<file path="src/rtl/cslt_pkg.sv">
// Package for the credit slot lifecycle tracker: widths, slot count, codes and
// the structs passed between the top level and the slot lanes. No dependencies.
`default_nettype none

package cslt_pkg;

  localparam int SLOTS = 2;   // 1 to 16
  localparam int IDX_W = 4;
  localparam int GEN_W = 64;
  localparam int ID_W  = 64;
  localparam int OP_W  = 3;

  typedef enum logic [2:0] {
    ST_FREE      = 3'd0,
    ST_PREPARED  = 3'd1,
    ST_COMMITTED = 3'd2,
    ST_VERIFIED  = 3'd3,
    ST_SUSPECT   = 3'd4
  } slot_state_t;

  typedef enum logic [2:0] {
    OP_RESERVE  = 3'd0,
    OP_ABORT    = 3'd1,
    OP_COMMIT   = 3'd2,
    OP_COMPLETE = 3'd3,
    OP_RELEASE  = 3'd4,
    OP_SUSPECT  = 3'd5
  } op_t;

  typedef enum logic [1:0] {
    RC_OK        = 2'd0,
    RC_INVALID   = 2'd1,
    RC_PRECOND   = 2'd2,
    RC_EXHAUSTED = 2'd3
  } status_t;

  // Update request from the top level to one slot lane
  typedef struct packed {
    logic        take;        // reserve: bump generation, store ids, go prepared
    logic        drop;        // abort or release: free, clear ids
    logic        move;        // plain state change
    slot_state_t next_state;
  } slot_cmd_t;

  // Per-slot comparison results against the item in flight
  typedef struct packed {
    logic        is_free;
    logic        dup;         // busy slot already holds this plan and ordinal
    logic        id_match;    // generation, plan and ordinal all match the handle
    logic        gen_max;     // generation is all ones
    slot_state_t state;
  } slot_stat_t;

endpackage

`default_nettype wire

</file>
<file path="src/rtl/cslt_slot.sv">
// One credit slot: lifecycle state, generation, plan and ordinal registers,
// plus the comparators against the item in flight. Depends on cslt_pkg.
`default_nettype none

module cslt_slot (
  input  wire logic                     clk,
  input  wire logic                     rst_n,
  input  wire logic [cslt_pkg::GEN_W-1:0] hnd_gen,
  input  wire logic [cslt_pkg::ID_W-1:0]  plan,
  input  wire logic [cslt_pkg::ID_W-1:0]  ord,
  input  wire cslt_pkg::slot_cmd_t      cmd,
  output cslt_pkg::slot_stat_t          stat,
  output logic [cslt_pkg::GEN_W-1:0]    generation
);

  cslt_pkg::slot_state_t        state_r, state_nxt;
  logic [cslt_pkg::GEN_W-1:0]   gen_r, gen_nxt;
  logic [cslt_pkg::ID_W-1:0]    plan_r, plan_nxt;
  logic [cslt_pkg::ID_W-1:0]    ord_r, ord_nxt;
  logic                         ids_eq;

  assign ids_eq = (plan_r == plan) && (ord_r == ord);

  always_comb begin
    stat.is_free  = (state_r == cslt_pkg::ST_FREE);
    stat.dup      = (state_r != cslt_pkg::ST_FREE) && ids_eq;
    stat.id_match = (gen_r == hnd_gen) && ids_eq;
    stat.gen_max  = &gen_r;
    stat.state    = state_r;
  end

  assign generation = gen_r;

  always_comb begin
    state_nxt = state_r;
    gen_nxt   = gen_r;
    plan_nxt  = plan_r;
    ord_nxt   = ord_r;
    if (cmd.take) begin
      state_nxt = cslt_pkg::ST_PREPARED;
      gen_nxt   = gen_r + cslt_pkg::GEN_W'(1);
      plan_nxt  = plan;
      ord_nxt   = ord;
    end else if (cmd.drop) begin
      state_nxt = cslt_pkg::ST_FREE;
      plan_nxt  = '0;
      ord_nxt   = '0;
    end else if (cmd.move) begin
      state_nxt = cmd.next_state;
    end
  end

  always_ff @(posedge clk) begin
    if (!rst_n) begin
      state_r <= cslt_pkg::ST_FREE;
      gen_r   <= '0;
      plan_r  <= '0;
      ord_r   <= '0;
    end else begin
      state_r <= state_nxt;
      gen_r   <= gen_nxt;
      plan_r  <= plan_nxt;
      ord_r   <= ord_nxt;
    end
  end

endmodule

`default_nettype wire

</file>
<file path="src/rtl/credit_slot_lifecycle_tracker.sv">
// Credit slot lifecycle tracker, top level. Uses cslt_pkg and cslt_slot.
// Pipeline: input register, then result register; out_valid rises when the item
// moves into the result register. Throughput: one item per cycle unless out_stall
// holds a result; the slot lanes are compared in parallel and updated at the edge
// the item moves into the result register.
// Reset (rst_n low, synchronous): all slots free with zero generation and ids,
// poisoned flag clear, both pipeline registers empty.
`default_nettype none

module credit_slot_lifecycle_tracker (
  input  wire logic                       clk,
  input  wire logic                       rst_n,
  input  wire logic                       in_valid,
  output logic                            in_stall,
  input  wire logic [cslt_pkg::OP_W-1:0]  in_opcode,
  input  wire logic [cslt_pkg::IDX_W-1:0] in_slot_index,
  input  wire logic [cslt_pkg::GEN_W-1:0] in_handle_generation,
  input  wire logic [cslt_pkg::ID_W-1:0]  in_plan_sequence,
  input  wire logic [cslt_pkg::ID_W-1:0]  in_op_ordinal,
  output logic                            out_valid,
  input  wire logic                       out_stall,
  output logic [1:0]                      out_status,
  output logic [cslt_pkg::IDX_W-1:0]      out_granted_index,
  output logic [cslt_pkg::GEN_W-1:0]      out_granted_generation,
  output logic                            out_poisoned_flag
);

  localparam int SLOTS = cslt_pkg::SLOTS;

  // input register
  logic                        s1_valid_r;
  logic [cslt_pkg::OP_W-1:0]   s1_op_r;
  logic [cslt_pkg::IDX_W-1:0]  s1_idx_r;
  logic [cslt_pkg::GEN_W-1:0]  s1_gen_r;
  logic [cslt_pkg::ID_W-1:0]   s1_plan_r;
  logic [cslt_pkg::ID_W-1:0]   s1_ord_r;

  // result register
  logic                        out_valid_r;
  cslt_pkg::status_t           out_status_r;
  logic [cslt_pkg::IDX_W-1:0]  out_idx_r;
  logic [cslt_pkg::GEN_W-1:0]  out_gen_r;
  logic                        out_poison_r;

  logic                        poisoned_r, poisoned_nxt;
  logic                        advance;

  cslt_pkg::slot_stat_t        stat [SLOTS];
  cslt_pkg::slot_cmd_t         cmd  [SLOTS];
  logic [cslt_pkg::GEN_W-1:0]  slot_gen [SLOTS];

  cslt_pkg::status_t           rc;
  logic                        poison_set;
  logic [SLOTS-1:0]            take_v;
  logic [SLOTS-1:0]            upd_v;
  logic                        is_drop;
  cslt_pkg::slot_state_t       want, next_state;
  logic [cslt_pkg::IDX_W-1:0]  grant_idx;
  logic [cslt_pkg::GEN_W-1:0]  grant_gen;

  assign advance  = s1_valid_r && (!out_valid_r || !out_stall);
  assign in_stall = s1_valid_r && !advance;

  for (genvar g = 0; g < SLOTS; g++) begin : g_slot
    cslt_slot u_slot (
      .clk        (clk),
      .rst_n      (rst_n),
      .hnd_gen    (s1_gen_r),
      .plan       (s1_plan_r),
      .ord        (s1_ord_r),
      .cmd        (cmd[g]),
      .stat       (stat[g]),
      .generation (slot_gen[g])
    );
  end

  always_comb begin
    logic                        dup_any;
    logic                        found;
    logic                        ff_full;
    logic [SLOTS-1:0]            ff;
    logic [SLOTS-1:0]            sel;
    logic                        hit;
    logic                        idx_ok;
    logic                        any_zero;
    logic [cslt_pkg::IDX_W-1:0]  ff_idx;
    logic [cslt_pkg::GEN_W-1:0]  ff_gen;

    dup_any    = 1'b0;
    found      = 1'b0;
    ff_full    = 1'b0;
    ff         = '0;
    sel        = '0;
    hit        = 1'b0;
    ff_idx     = '0;
    ff_gen     = '0;
    rc         = cslt_pkg::RC_INVALID;
    poison_set = 1'b0;
    take_v     = '0;
    upd_v      = '0;
    is_drop    = 1'b0;
    want       = cslt_pkg::ST_PREPARED;
    next_state = cslt_pkg::ST_FREE;
    grant_idx  = '0;
    grant_gen  = '0;

    idx_ok   = ({1'b0, s1_idx_r} < (cslt_pkg::IDX_W+1)'(SLOTS));
    any_zero = (s1_gen_r == '0) || (s1_plan_r == '0) || (s1_ord_r == '0);

    // lowest free slot, duplicate check and handle match, all lanes at once
    for (int k = 0; k < SLOTS; k++) begin
      dup_any = dup_any | stat[k].dup;
      if (stat[k].is_free && !found) begin
        found     = 1'b1;
        ff[k]     = 1'b1;
        ff_idx    = cslt_pkg::IDX_W'(k);
        ff_full   = stat[k].gen_max;
        ff_gen    = slot_gen[k];
      end
      sel[k] = (s1_idx_r == cslt_pkg::IDX_W'(k));
    end

    case (cslt_pkg::op_t'(s1_op_r))
      cslt_pkg::OP_ABORT: begin
        want = cslt_pkg::ST_PREPARED;   next_state = cslt_pkg::ST_FREE;     is_drop = 1'b1;
      end
      cslt_pkg::OP_COMMIT: begin
        want = cslt_pkg::ST_PREPARED;   next_state = cslt_pkg::ST_COMMITTED;
      end
      cslt_pkg::OP_COMPLETE: begin
        want = cslt_pkg::ST_COMMITTED;  next_state = cslt_pkg::ST_VERIFIED;
      end
      cslt_pkg::OP_RELEASE: begin
        want = cslt_pkg::ST_VERIFIED;   next_state = cslt_pkg::ST_FREE;     is_drop = 1'b1;
      end
      cslt_pkg::OP_SUSPECT: begin
        want = cslt_pkg::ST_COMMITTED;  next_state = cslt_pkg::ST_SUSPECT;
      end
      default: begin
        want = cslt_pkg::ST_PREPARED;   next_state = cslt_pkg::ST_FREE;
      end
    endcase

    for (int k = 0; k < SLOTS; k++) begin
      hit = hit | (sel[k] && stat[k].id_match && (stat[k].state == want));
    end

    case (cslt_pkg::op_t'(s1_op_r))
      cslt_pkg::OP_RESERVE: begin
        if (poisoned_r || (s1_plan_r == '0) || (s1_ord_r == '0) || dup_any) begin
          rc = cslt_pkg::RC_PRECOND;
        end else if (!found) begin
          rc = cslt_pkg::RC_EXHAUSTED;
        end else if (ff_full) begin
          // generation would wrap: slot untouched, block poisoned
          rc         = cslt_pkg::RC_EXHAUSTED;
          poison_set = 1'b1;
        end else begin
          rc        = cslt_pkg::RC_OK;
          take_v    = ff;
          grant_idx = ff_idx;
          grant_gen = ff_gen + cslt_pkg::GEN_W'(1);
        end
      end
      cslt_pkg::OP_ABORT, cslt_pkg::OP_COMMIT, cslt_pkg::OP_COMPLETE,
      cslt_pkg::OP_RELEASE, cslt_pkg::OP_SUSPECT: begin
        if (!idx_ok || any_zero) begin
          rc = cslt_pkg::RC_INVALID;
        end else if (!hit) begin
          rc = cslt_pkg::RC_PRECOND;
        end else begin
          rc         = cslt_pkg::RC_OK;
          upd_v      = sel;
          poison_set = (cslt_pkg::op_t'(s1_op_r) == cslt_pkg::OP_SUSPECT);
        end
      end
      default: begin
        rc = cslt_pkg::RC_INVALID;
      end
    endcase
  end

  always_comb begin
    for (int k = 0; k < SLOTS; k++) begin
      cmd[k].take       = advance && take_v[k];
      cmd[k].drop       = advance && upd_v[k] && is_drop;
      cmd[k].move       = advance && upd_v[k] && !is_drop;
      cmd[k].next_state = next_state;
    end
  end

  assign poisoned_nxt = poisoned_r || (advance && poison_set);

  // control registers
  always_ff @(posedge clk) begin
    if (!rst_n) begin
      s1_valid_r  <= 1'b0;
      out_valid_r <= 1'b0;
      poisoned_r  <= 1'b0;
    end else begin
      if (!in_stall) begin
        s1_valid_r <= in_valid;
      end
      if (advance) begin
        out_valid_r <= 1'b1;
      end else if (!out_stall) begin
        out_valid_r <= 1'b0;
      end
      poisoned_r <= poisoned_nxt;
    end
  end

  // payload registers
  always_ff @(posedge clk) begin
    if (!in_stall && in_valid) begin
      s1_op_r   <= in_opcode;
      s1_idx_r  <= in_slot_index;
      s1_gen_r  <= in_handle_generation;
      s1_plan_r <= in_plan_sequence;
      s1_ord_r  <= in_op_ordinal;
    end
    if (advance) begin
      out_status_r <= rc;
      out_idx_r    <= grant_idx;
      out_gen_r    <= grant_gen;
      out_poison_r <= poisoned_r || poison_set;
    end
  end

  assign out_valid              = out_valid_r;
  assign out_status             = out_status_r;
  assign out_granted_index      = out_idx_r;
  assign out_granted_generation = out_gen_r;
  assign out_poisoned_flag      = out_poison_r;

  // poisoned is sticky
  a_poison_sticky: assert property (@(posedge clk) disable iff (!rst_n)
    poisoned_r |=> poisoned_r)
    else $error("poisoned flag cleared");

  // at most one slot taken per reserve
  a_one_take: assert property (@(posedge clk) disable iff (!rst_n)
    $onehot0(take_v))
    else $error("more than one slot reserved");

  // a nonzero granted generation only comes with an ok status
  a_grant_ok: assert property (@(posedge clk) disable iff (!rst_n)
    (out_valid_r && (out_gen_r != '0)) |-> (out_status_r == cslt_pkg::RC_OK))
    else $error("grant without ok status");

  // the input side only stalls on a held item
  a_stall_held: assert property (@(posedge clk) disable iff (!rst_n)
    in_stall |-> (s1_valid_r && out_valid_r && out_stall))
    else $error("stall without backpressure");

endmodule

`default_nettype wire

</file>
<file path="config.mk">
export PLATFORM = sky130hd
export DESIGN_NAME = credit_slot_lifecycle_tracker
export DESIGN_NICKNAME = d
export VERILOG_FILES = /design/src/rtl/cslt_pkg.sv /design/src/rtl/cslt_slot.sv /design/src/rtl/credit_slot_lifecycle_tracker.sv
export SDC_FILE = /design/constraint.sdc
export NUM_CORES = 1
export LEC_CHECK = 0
export BUFFER_PORTS_ARGS = -buffer_cell sky130_fd_sc_hd__buf_2
export CAP_MARGIN = 20
export CORE_ASPECT_RATIO = 0.5
export CORE_MARGIN = 4
export CORE_UTILIZATION = 45
export DETAILED_ROUTE_END_ITERATION = 8
export SLEW_MARGIN = 25
export SYNTH_ARGS = -nofsm -noshare
export SYNTH_HDL_FRONTEND = slang
export SYNTH_SLANG_ARGS = --single-unit
export TNS_END_PERCENT = 100
</file>
<file path="constraint.sdc">
create_clock -name clk -period 12.95 [get_ports clk]
set_input_delay 0.6475 -clock clk [delete_from_list [all_inputs] [get_ports clk]]
set_output_delay 0.6475 -clock clk [all_outputs]
set_load 0.01 [all_outputs]
</file>
* After elaboration in Yosys (flattened, before gate mapping)
Index checks and enable logic that the tools add are counted.
Widths: inputs -> output; s select.
** Word-level totals
- Register bits after elaboration :: 663
- Input port bits :: 203
- Logic and storage cells :: 150
- Output and inout bits :: 73
** Cells by class
- Reduce and logical (&&, ||, !) cells :: 60
- Bitwise operators :: 5
- Equal/unequal tests :: 15
- Mux-type cells :: 44
- Add/subtract/negate cells :: 3
- $lt $le $gt $ge :: 1
** Operator list (count)
- $mux 64 :: 8
- $eq 64x64->1 :: 6
- $add 64x1->64 const B :: 3
- $logic_not 64->1 :: 3
- $reduce_and 64->1 :: 2
- $mux 2 :: 12
- $logic_and 1x1->1 :: 23
- $mux 1 :: 20
- $reduce_bool 3->1 :: 4
- $logic_not 3->1 :: 3
- $logic_or 1x1->1 :: 9
- $pmux 3 s3 :: 1
- $pmux 2 s2 :: 2
- $logic_not 1->1 :: 7
- $eq 3x2->1 :: 2
- $eq 3x2->1 const B :: 2
- $eq 3x3->1 const B :: 2
- $reduce_or 3->1 :: 2
- $reduce_or 5->1 :: 1
- $eq 4x1->1 const B :: 1
- $logic_not 4->1 :: 1
- $lt 4x2->1 const B :: 1
- $reduce_bool 2->1 :: 2
- $reduce_or 2->1 :: 2
- other kinds (6) :: 9

* Depth between registers and ports, before layout
Gate-level depths: netlist (run 1).
- Depth after elaboration :: 14
- Gate-level depth with buffers :: 18
- Depth with buffers taken out :: 11

* Hierarchy
From an unflattened synthesis (run 1), not the netlist that was laid out.
** Unflattened totals
- Cell total of the unflattened synthesis :: 2782
- Area total of the unflattened synthesis :: 30324.1 µm²
** Modules (own cells, without submodules)
- credit_slot_lifecycle_tracker :: area each 12002.8 µm², cells an instance 917, instances 1, seq. area each 8077.7 µm²
- cslt_slot (g_slot[1].u_slot) :: area each 9188.8 µm², cells an instance 937, instances 1, seq. area each 3903.7 µm²
- cslt_slot (g_slot[0].u_slot) :: area each 9132.5 µm², cells an instance 928, instances 1, seq. area each 3903.7 µm²

* Least setup slack after synthesis (run 1)
No wires, ideal clock.
- Kind :: input to register
- From :: input port out_stall
- To :: register s1_gen_r[0] (netlist bit), enable pin
- Buffers on the path :: 0
- Slack :: 2.533 ns
- Stages :: 2
- Data arrival time :: 9.634 ns
- Library setup time :: 0.783 ns
- Data required time :: 12.167 ns
- Cell sequence :: and3_1 -> nor2b_1
** Between the ends
- Longest elaborated chain between the ends :: 7
** Ends and longest elaborated chain
- start: declaration :: line credit_slot_lifecycle_tracker.sv:21 : input wire logic out_stall,
- $logic_not 1->1
- $logic_or 1x1->1 :: line credit_slot_lifecycle_tracker.sv:61 : assign advance = s1_valid_r && (!out_valid_r || !out_stall);
- $logic_and 1x1->1 :: line credit_slot_lifecycle_tracker.sv:61
- $logic_not 1->1 :: line credit_slot_lifecycle_tracker.sv:62 : assign in_stall = s1_valid_r && !advance;
- $logic_and 1x1->1 :: line credit_slot_lifecycle_tracker.sv:62
- $logic_not 1->1 :: line credit_slot_lifecycle_tracker.sv:215 : if (!in_stall && in_valid) begin
- $logic_and 1x1->1 :: line credit_slot_lifecycle_tracker.sv:215
- end signal: assignment :: line credit_slot_lifecycle_tracker.sv:218 : s1_gen_r <= in_handle_generation;
- end: declaration :: line credit_slot_lifecycle_tracker.sv:34 : logic [cslt_pkg::GEN_W-1:0] s1_gen_r;
No other way between the ends.
A chain may end at the register's enable or synchronous reset.

* Worst setup path after layout (run 1)
- From :: register g_slot[0].u_slot.state_r[2]
- To :: register out_gen_r (netlist bit out_granted_generation[56]) (data pin)
** Between the ends
- Longest elaborated chain between the ends :: 7
- Elaborated cells on any way between the ends :: 16
- Classes of those cells :: add/sub (1); mux (6); bitwise (2); reduce/logical (7)
** Ends and longest elaborated chain
- start: declaration :: line cslt_slot.sv:16 : cslt_pkg::slot_state_t state_r, state_nxt;
- start signal: assignment :: line cslt_slot.sv:55 : state_r <= cslt_pkg::ST_FREE;
- start signal: assignment :: line cslt_slot.sv:60 : state_r <= state_nxt;
- parallel branches: the longest is 7 deep, another holds $add 64x1->64
- end signal: assignment :: line credit_slot_lifecycle_tracker.sv:225 : out_gen_r <= grant_gen;
- end: declaration :: line credit_slot_lifecycle_tracker.sv:42 : logic [cslt_pkg::GEN_W-1:0] out_gen_r;
Several ways; the timed one is not identified.

==> impl_metrics.ini, run 1 <==
[synthesis]
syn_avg_cell_area_um2 = 10.78
ys.flop_type = dfxtp_1
async_reset_ff_share_pct = 0
ys_warn_count = 0
synth.largest_area_cell = edfxtp_1
ys_ff_latch = 660
synth_area_mm2 = 0.03007
ys_types = 76
synthCells = 2790
seq_area_frac_synth_pct = 52.82
yosysTopAreaCellShare_pct = 26.66
synth-edff-count = 267
synthTopCellsByArea = edfxtp_1 27%, dfxtp_1 26%, xnor2_1 8.3%, a22o_1 7.6%, xor2_1 5.9%

[place]
numPortBuffers = 272
place.gp.congestion = 1.001
place_area_mm2 = 0.03195
dp_hpwl_um = 77080
preCtsSetupSlack_ps = 7787
dpl.cell_count = 3793

[worst_hold_path]
hold_class = in2reg
worstHoldEndpoint = s1_gen_r[29]
hp-start = in_handle_generation[29]
holdPathStages = 1

[critical_path]
crit_arrival_ps = 5640
critPathRequiredTime_ps = 13320
reg2reg_depth = 13
ff2ff_setup_slack_ps = 7680
worstReg2RegEnd = out_granted_generation[56]
r2r_start = g_slot[0].u_slot.state_r[2]
crit_path_end_kind = flop
criticalPathCategory = reg2reg
path_max_fanout = 49
worst_setup_path_start_kind = flop

[timing]
timing.hold.ws_ps = 170.1
setup_violations = 0
fmaxAchievable_mhz = 189.8
setup-tns-final_ps = 0
tightest_slew_ps = 1023
slew_violations = 0
rsz0062_at_grt = false
fin_crit_sh_pct = 40.69
finalHoldViolCount = 0
setup_slack_ps = 7681
finClkSkew_ps = 43.19
min_period_ps = 5269
max_slew_margin_pct = 30.01

[global_routing]
grt_pass1_wl_um = 151500
grt.total_usage_pct = 28.28
grt_pass1_vias = 22322
grt_max_degree = 180
overflow = 0
antenna_found_initial = 2

[routing]
vias_per_cell = 6.069
wl_per_cell_um = 26.68
ant_nets = 0
dr.pass1.iters = 5
routed_wl_um = 104100
drcViolationCount = 0
drt_iter0_drc = 2857
vias = 23682

[power]
peakVddDrop_uv = 106.9
power.leakage_nw = 11.63
power_density_mw_per_mm2 = 125.2
p_total_mw = 4.237

[clock_network]
post-cts-setup-buffers = 0
cts-buffers-inserted = 58
hold_buffers = 0
cts_root_buffer = clkbuf_16
path_clk_slew_ps = 80
htree_levels = 2
cts.sinks = 660
clock_latency_ps = 650
clock_path_buffers = 3
cts_tree = yes
cts_resized = 0

[run]
cap_violations = 0

[cells_and_area]
final_nets = 3175
seq_area_mm2 = 0.01589
layout_common_cells = 393 x dfxtp_1, 284 x xnor2_1, 272 x buf_2
finalNonFillerCells = 3902
fin_util_pct = 51.60
stdcell_area_mm2 = 0.03383
final_common_cell = dfxtp_1
multi_input_area_mm2 = 0.01322
diodes = 0
syn_to_final_growth_pct = 12.50
fill_cells = 5951
drive_above_1_share_pct = 14.41

[floorplan]
num_rows = 66
io_pins = 276
start_util_pct = 45.87
coreArea_mm2 = 0.06557
fp.dieW_um = 373.6
die-area_mm2 = 0.07128
fp.dieH_um = 190.8

[outcome]
status = completed
cell usage after synthesis (all sizes together) (12+ instances only):
| cell | instances |
|---|---|
| dfxtp | 393 |
| xnor2 | 284 |
| edfxtp | 267 |
| a22o | 260 |
| nor2 | 225 |
| xor2 | 204 |
| nor4 | 141 |
| nand2 | 119 |
| nand4 | 110 |
| buf | 91 |
| clkbuf | 91 |
| nor3 | 73 |
| nand3 | 66 |
| a22oi | 57 |
| inv | 47 |
| a21oi | 40 |
| or3 | 31 |
| o21ai | 29 |
| or4 | 26 |
| nand2b | 25 |
| nor2b | 24 |
| o22ai | 24 |
| and3 | 22 |
| or2 | 12 |
where the power goes:
part / leakage [nW] / switching, mW / internal, mW
sequential: 5.71 / 0.0881 / 2.22
combinational: 5.00 / 0.121 / 0.0769
clock: 0.918 / 0.815 / 0.915
total: 11.6 / 1.02 / 3.21
sequential cells by signal, summed over array words and instances (netlist names):
register	cells
g_slot.u_slot.plan_r	128
s1_op_r	3
out_valid	1
s1_idx_r	4
s1_valid_r	1
out_poisoned_flag	1
poisoned_r	1
s1_ord_r	64
out_granted_index	1
s1_plan_r	64
g_slot.u_slot.state_r	6
g_slot.u_slot.ord_r	128
g_slot.u_slot.generation	128
out_granted_generation	64
s1_gen_r	64
out_status	2
worst max-delay path by stage:
stage,startpoint,to,slack [ps]
after floorplan,out_stall,s1_gen_r[0],2530
after global placement,g_slot[1].u_slot.state_r[0],out_granted_generation[56],7840
after detailed placement,g_slot[1].u_slot.state_r[0],out_granted_generation[56],7790
after CTS,g_slot[1].u_slot.state_r[0],out_granted_generation[56],7780
after global routing,g_slot[0].u_slot.state_r[2],out_granted_generation[56],7440
final,g_slot[0].u_slot.state_r[2],out_granted_generation[56],7680
worst max-delay path, cell delays in order, from the launching register on:
cell	delay, ps
dfxtp_1	490
nor3_4	70
buf_4	290
nor2_4	650
buf_4	530
a22o_1	200
ha_1	200
o221ai_1	210
or4_1	650
nand2b_4	200
or4_1	750
nor4b_1	430
xor2_1	180
nor2_1	50
routing by layer:
| layer | vias up | track usage [%] | part of all wire (%) |
|---|---|---|---|
| met5 | - | 0 | 0.012 |
| met4 | 2 | 6.580 | 2.3 |
| met3 | 157 | 4.756 | 8.7 |
| met2 | 1094 | 44.63 | 45 |
| met1 | 11776 | 40.82 | 44 |
| li1 | 10653 | - | - |
area by class of cell:
cell class	instances	area share [%]
flip-flops and latches	660	46.95
multi-input cells	1903	39.06
clock buffers	81	4.856
repair buffers	299	4.682
well taps	884	3.269
clock inverters	28	0.6546
inverters	47	0.5288
cell families after synthesis:
logic type	synth area share, %
simple gates	16.50
flops	52.82
xor+xnor	14.21
compound gates	12.72
buf+inv	3.474
mux	0.1331
fa+ha+maj	0.1248
other cells	0.01247
Note: power is estimated with default switching activity, not from simulation.
==> run 2, diff against run 1 <==
==> constraint.sdc (replaced) <==
create_clock -name clk -period 4.92 [get_ports clk]
set_input_delay 0.246 -clock clk [delete_from_list [all_inputs] [get_ports clk]]
set_output_delay 0.246 -clock clk [all_outputs]
set_load 0.01 [all_outputs]
==> run 2 against run 1 <==
Compared with the run above:
- first-iteration DRC count rose by 1.8%
- clock power increased to 2.8 times the previous value
- via count grew 4.0%
- combinational power increased to 3.4 times the previous value
- critical endpoint unchanged
- highest routed layer unchanged
==> impl_metrics.ini, run 2 (synthesis gave the netlist of run 1 again) <==
[routing]
drt_iter0_drc = 2908
vias_per_cell = 5.949
ant_nets = 0
vias = 24628
dr.pass1.iters = 6
routed_wl_um = 108200
drcViolationCount = 0
wl_per_cell_um = 26.13

[global_routing]
antenna_found_initial = 2
grt_pass1_wl_um = 159100
grt.total_usage_pct = 29.58
grt_pass1_vias = 23763
overflow = 0
grt_max_degree = 131

[critical_path]
criticalPathCategory = reg2reg
worst_setup_path_start_kind = flop
critPathRequiredTime_ps = 5340
crit_path_end_kind = flop
path_max_fanout = 12
crit_path_frequent_cell = or4_1
crit_start = g_slot[1].u_slot.state_r[0]
slowest_stage = or4_1
r2r_start = g_slot[1].u_slot.state_r[0]
slowest_delay_ps = 730
crit_path_cell_trace = nor3_1, nand2_1, o22ai_1, ha_1, o221ai_1, or4_1, nand2b_4, or4_1, nor4b_1, xor2_1, nor2_1
ff2ff_setup_slack_ps = 630
crit_arrival_ps = 4710

[floorplan]
fp.dieW_um = 373.6
fp.dieH_um = 190.8
start_util_pct = 45.87
io_pins = 276
die-area_mm2 = 0.07128
coreArea_mm2 = 0.06557
num_rows = 66

[cells_and_area]
finalNonFillerCells = 4140
final_nets = 3411
syn_to_final_growth_pct = 20.68
final_common_cell = dfxtp_1
layout_common_cells = 393 x dfxtp_1, 284 x xnor2_1, 272 x buf_2
drive_above_1_share_pct = 14.29
stdcell_area_mm2 = 0.03629

[clock_network]
cts_tree = yes
clock_latency_ps = 660
clock_path_buffers = 3
cts_root_buffer = clkbuf_16
cts.sinks = 660
path_clk_slew_ps = 80
cts_resized = 0
cts-buffers-inserted = 58
htree_levels = 2

[power]
power.leakage_nw = 12.73
p_comb_share_pct = 5.8
switching_power_mw = 2.723
power.internal_mw = 8.807
power_density_mw_per_mm2 = 317.7
switching_share_pct = 23.61
peakVddDrop_uv = 252.7
p_total_mw = 11.53
seqPwrFrac_pct = 52.6
clkPwrFrac_pct = 41.6

[worst_hold_path]
hp-start = rst_n
hold_class = in2reg

[place]
numPortBuffers = 272
dp_hpwl_um = 77510
dpl.cell_count = 3828
place.gp.congestion = 0.9929
place_area_mm2 = 0.03229

[run]
cap_violations = 0

[outcome]
status = completed

[timing]
fmaxAchievable_mhz = 232.9
max_slew_margin_pct = 31.62
finalHoldViolCount = 0
rsz0062_at_grt = false
setup-tns-final_ps = 0
min_period_ps = 4293
setup_violations = 0
fin_crit_sh_pct = 87.25
tightest_slew_ps = 1026
slew_violations = 0
finClkSkew_ps = 52.23
[run 2: cell count changes in the layout (fill, tap and decap cells not counted), sizes merged]
| cell | previous run | this run |
|---|---|---|
| dlygate4sd3 | 0 | 201 |
| buf | 299 | 334 |
| clkinv | 21 | 9 |
| clkbuf | 81 | 89 |
| bufinv | 1 | 4 |
| diode | 0 | 2 |
| inv | 50 | 52 |
| clkinvlp | 3 | 2 |
[run 2: metrics by stage]
stage          hold WS [ps]  setup WS, ps  utilization (%)
2_1_floorplan         344.9         37.76                -
3_3_place_gp          422.0         725.6            49.24
3_5_place_dp          424.1         741.9            49.25
4_1_cts               63.18         742.5            55.35
5_1_grt               90.86         509.6            55.35
6_report              79.65         627.1            55.35
[run 2: final timing paths]
check / end / cells past startpoint
worst max-delay path: out_granted_generation[56] / 11
worst min-delay path: poisoned_r / 2
worst max register to register: out_granted_generation[56] / 11
worst min register to register: g_slot[0].u_slot.ord_r[25] / 1
[run 2: layout make-up]
cell class                 count  area [µm²]
timing repair buffer         535        3926
inverter                      47       178.9
multi-input combinational   1903       13210
clock buffer                  89        1733
clock inverter                20       251.5
antenna                        2       5.005
tap                          884        1106
fill                        5770       29270
sequential                   660       15890
[run 2: worst max-delay path, delay by kind of cell, from the launching register on]
family | cells | cell delay, ps
adder cells (fa/ha/maj) | 1 | 260
XOR/XNOR | 1 | 190
flip-flops | 1 | 350
AND/OR/NAND/NOR | 7 | 2790
AO/OA/AOI/OAI | 2 | 470
[run 2: what timing repair did]
item / in CTS / in global routing
hold endpoints to repair: 201 / 0
setup buffers: 0 / 0
hold buffers: 201 / 0
[run 2: routing by layer]
metal,global-route usage (%),part of all wire (%)
met1,41.44,43
met2,47.13,46
met3,5.819,8.4
met4,7.744,2.6
met5,0,0.012
[run 2: power by group through the flow]
stage	clock [mW]	combinational [mW]	sequential, mW
2_1_floorplan	0	0.288	6.10
3_3_place_gp	0	0.531	6.19
3_5_place_dp	0	0.532	6.19
4_1_cts	4.87	0.660	6.07
5_1_grt	5.12	0.713	6.08
6_report	4.79	0.667	6.07
